File: config.mk
export PLATFORM = sky130hd
export DESIGN_NAME = mrta_ctrl
export DESIGN_NICKNAME = d
export VERILOG_FILES = /design/src/rtl/core/mrta_pkg.sv /design/src/rtl/core/mrta_ctrl.sv
export SDC_FILE = /design/constraint.sdc
export NUM_CORES = 1
export LEC_CHECK = 0
export ABC_AREA = 1
export BUFFER_PORTS_ARGS = -buffer_cell sky130_fd_sc_hd__buf_4
export CORE_AREA = 2 2 39 41
export CTS_CLUSTER_DIAMETER = 80
export CTS_CLUSTER_SIZE = 30
export DETAILED_ROUTE_END_ITERATION = 7
export DIE_AREA = 0 0 41 43
export GPL_TIMING_DRIVEN = 1
export PLACE_DENSITY_LB_ADDON = 0.05
export SLEW_MARGIN = 20
export SYNTH_ARGS = -nofsm -noshare
export SYNTH_HDL_FRONTEND = slang
export SYNTH_SLANG_ARGS = --single-unit
File: constraint.sdc
create_clock -name clk -period 1.2 [get_ports clk]
set_input_delay 0.18 -clock clk [delete_from_list [all_inputs] [get_ports clk]]
set_output_delay 0.18 -clock clk [all_outputs]
set_load 0.01 [all_outputs]
File: src/rtl/core/mrta_pkg.sv
// Shared types and constants for the memory region table allocator.
`timescale 1ns / 1ps

package mrta_pkg;

  // One table entry is packed as {base, size, type}.
  localparam int ENTRY_W = 132;

  localparam logic [63:0] GRAN_4K   = 64'h0000_0000_0000_1000;
  localparam logic [63:0] GRAN_2M   = 64'h0000_0000_0020_0000;
  localparam logic [63:0] SIZE_MASK = 64'hFFFF_FFFF_FFFF_FFF0;
  localparam logic [63:0] ALL_ONES  = 64'hFFFF_FFFF_FFFF_FFFF;

  // Request kinds.
  localparam logic [2:0] KIND_LOAD     = 3'd0;
  localparam logic [2:0] KIND_ALIGN    = 3'd1;
  localparam logic [2:0] KIND_ALLOC_4K = 3'd2;
  localparam logic [2:0] KIND_ALLOC_2M = 3'd3;

  // Region types with a meaning to the allocator.
  localparam logic [3:0] TYPE_USED = 4'd0;
  localparam logic [3:0] TYPE_FREE = 4'd1;

  // Result status codes.
  localparam logic [1:0] ST_OK    = 2'd0;
  localparam logic [1:0] ST_NOFIT = 2'd1;
  localparam logic [1:0] ST_FULL  = 2'd2;

  typedef enum logic [3:0] {
    S_IDLE,
    S_DISPATCH,
    S_LOAD,
    S_ALIGN,
    S_FIND,
    S_PLACE,
    S_SHIFT,
    S_WPAD,
    S_WUSED,
    S_WREST,
    S_SUM_INIT,
    S_SUM,
    S_DONE
  } state_t;

  // Datapath operation for the current cycle.
  typedef enum logic [3:0] {
    DP_NONE,
    DP_CAPTURE,
    DP_PREP,
    DP_LOAD,
    DP_ALIGN,
    DP_FIND,
    DP_PLACE,
    DP_SHIFT,
    DP_WPAD,
    DP_WUSED,
    DP_WREST,
    DP_SUM_INIT,
    DP_SUM
  } dp_op_t;

  // Status returned by the datapath to the controller.
  typedef struct packed {
    logic [2:0] kind;
    logic       alloc_skip;
    logic       scan_done;
    logic       find_done;
    logic       place_go;
    logic       has_pad;
    logic       shift_done;
  } dp_stat_t;

endpackage

File: src/rtl/core/mrta_ctrl.sv
// Controller state machine that sequences the allocator datapath.
`timescale 1ns / 1ps

module mrta_ctrl (
  input  logic              clk,
  input  logic              rst_n,
  input  logic              start,
  input  mrta_pkg::dp_stat_t stat,
  output mrta_pkg::dp_op_t  op,
  output logic              busy,
  output logic              out_valid
);

  import mrta_pkg::*;

  state_t state_r;
  state_t state_nxt;

  // State register.
  always_ff @(posedge clk) begin
    if (!rst_n) begin
      state_r <= S_IDLE;
    end else begin
      state_r <= state_nxt;
    end
  end

  // Next state and datapath command.
  always_comb begin
    state_nxt = state_r;
    op        = DP_NONE;
    busy      = 1'b1;
    out_valid = 1'b0;
    unique case (state_r)
      S_IDLE: begin
        busy = 1'b0;
        if (start) begin
          op        = DP_CAPTURE;
          state_nxt = S_DISPATCH;
        end
      end
      S_DISPATCH: begin
        op = DP_PREP;
        unique case (stat.kind) inside
          KIND_LOAD:                    state_nxt = S_LOAD;
          KIND_ALIGN:                   state_nxt = S_ALIGN;
          KIND_ALLOC_4K, KIND_ALLOC_2M: state_nxt = stat.alloc_skip ? S_SUM_INIT : S_FIND;
          default:                      state_nxt = S_SUM_INIT;
        endcase
      end
      S_LOAD: begin
        op        = DP_LOAD;
        state_nxt = S_SUM_INIT;
      end
      S_ALIGN: begin
        op = DP_ALIGN;
        if (stat.scan_done) begin
          state_nxt = S_SUM_INIT;
        end
      end
      S_FIND: begin
        op = DP_FIND;
        if (stat.find_done) begin
          state_nxt = S_PLACE;
        end
      end
      S_PLACE: begin
        op        = DP_PLACE;
        state_nxt = stat.place_go ? S_SHIFT : S_SUM_INIT;
      end
      S_SHIFT: begin
        op = DP_SHIFT;
        if (stat.shift_done) begin
          state_nxt = stat.has_pad ? S_WPAD : S_WUSED;
        end
      end
      S_WPAD: begin
        op        = DP_WPAD;
        state_nxt = S_WUSED;
      end
      S_WUSED: begin
        op        = DP_WUSED;
        state_nxt = S_WREST;
      end
      S_WREST: begin
        op        = DP_WREST;
        state_nxt = S_SUM_INIT;
      end
      S_SUM_INIT: begin
        op        = DP_SUM_INIT;
        state_nxt = S_SUM;
      end
      S_SUM: begin
        op = DP_SUM;
        if (stat.scan_done) begin
          state_nxt = S_DONE;
        end
      end
      S_DONE: begin
        out_valid = 1'b1;
        state_nxt = S_IDLE;
      end
      default: begin
        state_nxt = S_IDLE;
      end
    endcase
  end

endmodule

# After elaboration in Yosys (flattened, before gate mapping)
# Index checks and enable logic that the tools add are counted.
[word_totals]
regBits = 4
latchBits = 0
mem_bits_rw = 0
romBits = 0
input_bits = 12
out_inout_bits = 6
wordCells = 40
memories = 0
[classes]
n_addsub = 0
mul = 0
div_mod_pow = 0
order_cmp = 0
n_eq_ne = 20
shifts = 0
muxes = 14
bitwise = 0
reduce_logical = 5
[ops]
columns = ["cell", "count"]
rows = [
  ["one-hot mux 4 bit (12 select lines)", 1],
  ["one-hot mux 4 bit (11 select lines)", 1],
  ["two-way mux 4 bit", 8],
  ["equality test 4 bit, second input constant", 5],
  ["equality test 4 x 3 -> 1 bit, second input constant", 4],
  ["one-hot mux 4 bit (3 select lines)", 1],
  ["!= test 2 bit, second input constant", 5],
  ["equality test 4 x 2 -> 1 bit, second input constant", 2],
  ["equality test 3 x 2 -> 1 bit, second input constant", 2],
  ["AND reduction 5 bit", 1],
  ["equality test 4 x 1 -> 1 bit, second input constant", 1],
  ["zero test 4 bit", 1],
  ["OR reduction 2 bit", 2],
  ["equality test 3 x 1 -> 1 bit, second input constant", 1],
  ["zero test 3 bit", 1],
  ["two-way mux 1 bit", 3],
]

# Longest topological paths before layout
[logic_depth]
depth_word = 4
depth_mapped = 8
ltp_nobuf = 8

# Worst setup path after synthesis
# Ideal clock, no wire load.
[synth_timing]
kind = "reg2reg"
from = "register state_r[2]"
to = "register state_r[1]"
setup_ns = 0.119
arrival_time_ns = 0.958
t_required_ns = 1.081
path_slack_ns = 0.123
stages_incl_launch_ff = 8
n_path_buf = 0
period_less_slack_ns = 1.077
cell_sequence = "dfxtp_1 > inv_2 > nor2_4 > nand3b_1 > nand2_1 > nor2_2 > nand2_1 > a21oi_1"
[synth_via]
elab_chain_cells = 3
word_cells_on_any_way = 20
[synth_rtl]
columns = ["element", "line", "source"]
rows = [
  ["from (decl)", "mrta_ctrl.sv:16", "state_t state_r;"],
  ["from (signal assigned)", "mrta_ctrl.sv:24", "state_r <= state_nxt;"],
  ["equality test 4 bit, or another cell as far along", "mrta_ctrl.sv:34", "unique case (state_r)"],
  ["OR reduction 2 bit (no line) or != test 2 bit (tied branches)", "n/a", ""],
  ["one-hot mux 4 bit (11 select lines) or AND reduction 5 bit (tied branches)", "n/a", ""],
]
# Several ways; a longest one is shown, not always the timed one.
# A chain may end at the register's enable or synchronous reset.

# Worst setup path in the final report
[layout_timing]
from = "register state_r[3]"
to = "output port busy"
[layout_via]
elab_chain_cells = 2
[layout_rtl]
columns = ["element", "line", "source"]
rows = [
  ["zero test 4 bit", "mrta_ctrl.sv:34", ""],
  ["two-way mux 1 bit", "mrta_ctrl.sv:34", ""],
  ["to (decl)", "mrta_ctrl.sv:10", "output logic busy,"],
]
# No other way between the ends.

==> metrics.yaml <==
run_status:
  outcome: "finished, violations left"
  violations: "setup timing"
yosys:
  yosysTopAreaCellShare_pct: 20.38
  synth_nets: 100
  synth_area_leaders: "nand2_1, dfxtp_1, nor2_1, inv_1, nor2_2"
  ys_seq_elements: 4
  synth.avg_cell_area_sq_um: 5.232
  ys_warn_count: 0
  synthesis.area_sq_um: 460.4
  synth_cells: 88
  synth_seq_area_share_pct: 17.39
  yosys.area.top_type: "nand2_1"
  synthDistinctLibCells: 16
floorplan:
  rows: 14
  die_h_um: 43
  coreArea_sq_mm: 0.001384
  die_w_um: 41
  die-area_sq_mm: 0.001763
  initial_core_util_pct: 33.27
  io_pins: 18
worst_hold_path:
  hp-class: "in2reg"
  min_to: "state_r[0]$_SDFFE_PN0P_"
  whs_path_depth: 3
  hp-start: "rst_n"
placement:
  hpwl_um: 1091
  pre_cts_ws_ns: -0.07632
  port_buffers: 17
  gp_congestion: 0.7470
grt:
  use_met3_pct: 3.141
  global_route.overflow_total: 0
  grt_max_degree: 7
  grt_most_used_layer: "met2"
  gr-usage-met1_pct: 25.32
  use_met2_pct: 34.06
  grt_pass1_vias: 627
  grt_pass1_wl_um: 2470
  grtUsageTotal_pct: 20.66
  grt_antenna_before_repair: 0
clock_tree:
  cts_num_sinks: 4
  root_buffer: "clkbuf_4"
  cts_buffer_depth: 2
  cts_tree: "done"
  clock_latency_ns: 0.24
  cts_made_buffers: 3
  cts_max_level: 1
  cts.reportedPaths.clkPinSlew_ns: 0.04
setup_path:
  cp-start-kind: "register"
  required_ns: 1.02
  cp.arrival_ns: 1.17
  reg2reg_slack_ns: -0.11
  path_class: "reg2out"
  crit_path_max_incr_delay_ns: 0.35
  endpoint_kind: "output port"
  crit_chain: "buf_6 > nor2_4 > buf_6 > nand2_4 > buf_6"
  path_buf_inv: 3
  path_common_cell: "buf_6"
  cp_top_family: "buffers and inverters"
  ff2ff_path_depth: 8
  reg2reg_to: "state_r[0]$_SDFFE_PN0P_"
  critPathMaxFanout: 4
  r2r_start: "state_r[3]$_SDFFE_PN0P_"
  crit_path_top_delay_cell: "dfxtp_4"
sta:
  fin_ws_ns: -0.1452
  setup_violations: 10
  fin_crit_sh_pct: 112.1
  max_freq_mhz: 743.4
  rsz0062_at_grt: "yes"
  finalMaxSlewViolations: 0
  skew_ns: 0.0009559
  slew_headroom_pct: 81.43
  finalCriticalPeriod_ns: 1.345
  tightest_slew_ns: 0.2783
  hold_violations: 0
power_and_ir_drop:
  powerDensity_mw_per_mm2: 1959
  peakVddDrop_uv: 1237
  p_leak_uw: 0.0004696
  finalPower_uw: 1730
detailed_routing:
  drc: 0
  routed_wl_um: 1666
  drt_iter0_markers: 6
  drtAntennaViolNets: 0
  post_drt_via_cell_ratio: 4.782
  vias: 679
  wire_per_inst_um: 11.73
  dr.pass1.iters: 4
cells_and_area:
  syn2layout_area_growth_pct: 91.85
  n_antenna_cell: 0
  largestRegisters: "state_r: 4 flops"
  final_nets: 140
  drive_gt1_share_pct: 58.73
  largest-register: "state_r"
  largest_reg_flops: 4
  fill_cells: 137
flow_run:
  drv_cap: 0
-- synth_stat cells --
library cell,instances
a21oi_1,5
a311oi_1,1
dfxtp_1,4
inv_1,10
inv_2,4
nand2_1,25
nand2_2,2
nand3_1,4
nand3_2,1
nand3b_1,2
nand4_1,1
nor2_1,19
nor2_2,5
nor2_4,1
o211ai_1,1
o21ai_0,3
-- report_power, final --
part | switching (uW) | internal [uW] | total [uW] | leakage [uW]
Sequential | 71.4 | 196 | 267 | 0.0000356
Combinational | 619 | 675 | 1290 | 0.000420
Clock | 56.1 | 112 | 168 | 0.0000138
Total | 747 | 983 | 1730 | 0.000470
-- kinds of logic (layout without fill, tap and decap cells) --
kind of cell	after synthesis	count (layout)	share of synthesized area, %
AND/OR/NAND/NOR	60	60	58.97
buffers and inverters	14	52	11.41
AO/OA/AOI/OAI	10	10	12.23
flip-flops	4	4	17.39
-- layout make-up --
| type | instances | area [sq um] | area share, % |
|---|---|---|---|
| multi-input cells | 70 | 404.1 | 45.75 |
| flip-flops and latches | 4 | 95.09 | 10.76 |
| clock buffers | 3 | 22.52 | 2.550 |
| inverters | 14 | 52.55 | 5.949 |
| well taps | 16 | 20.02 | 2.266 |
| repair buffers | 35 | 289.0 | 32.72 |
-- through the flow --
| stage | cell area (sq um) | utilization (%) | TNS [ns] | instances | hold slack, ns |
|---|---|---|---|---|---|
| final | 883.3 | 63.83 | -0.8598 | 142 | 0.2393 |
| after global routing | 883.3 | 63.83 | -1.419 | 142 | 0.2431 |
| after CTS | 813.3 | 58.77 | -0.6111 | 140 | 0.2257 |
| after detailed placement | 660.6 | 47.74 | -0.2422 | 128 | 0.4754 |
| after global placement | 660.6 | 47.74 | -0.2425 | 128 | 0.4619 |
| after floorplan | 460.4 | - | 0 | 88 | 0.3506 |
-- worst max-delay path by stage --
stage	to	from	slack, ns	depth (start not counted)
2_1_floorplan	state_r[1]$_SDFFE_PN0P_	state_r[2]$_SDFFE_PN0P_	0.12	7
3_3_place_gp	state_r[3]$_SDFFE_PN0P_	state_r[2]$_SDFFE_PN0P_	-0.06	8
4_1_cts	op[0]	state_r[3]$_SDFFE_PN0P_	-0.13	5
6_report	busy	state_r[3]$_SDFFE_PN0P_	-0.15	5
3_5_place_dp	state_r[3]$_SDFFE_PN0P_	state_r[2]$_SDFFE_PN0P_	-0.08	8
5_1_grt	op[0]	state_r[3]$_SDFFE_PN0P_	-0.18	5
-- routing by layer --
layer	share of wire [%]	vias to the layer above	wire length (um)
li1	-	355	-
met1	43	293	716
met2	51	28	846
met3	5.2	3	87
met4	0.96	0	16
met5	0	-	0
-- repair_timing --
| action | 4_1_cts | 5_1_grt |
|---|---|---|
| hold endpoints to repair | 0 | 0 |
| hold buffers | 0 | 0 |
| pin swaps | 8 | 6 |
| buffers inserted | 9 | 2 |
| resized for setup | 22 | 18 |
| endpoints found under the setup margin | 10 | 10 |
-- layout by cell type (no fill, tap or decap), types with 2 or more instances in the layout --
master and count:
buf_4 28, nand2_1 17, nor2_1 12, nor2_2 9
inv_1 9, nand2_2 8, buf_6 7, inv_2 5
nor2_4 4, nand3_1 4, dfxtp_4 4, a21oi_1 3
clkbuf_4 3, nand2_4 2, nand3b_1 2, a21oi_2 2
o21ai_0 2
-- worst register-to-register path, cell delays in order (launching register included) --
cell and delay, ns:
dfxtp_4 0.35, buf_6 0.11, nor2_4 0.17, buf_6 0.14, buf_6 0.09, nand4_1 0.09
nand3_1 0.11, nand2_1 0.08, a21oi_2 0.10
Note: power is estimated with default switching activity, not from simulation.
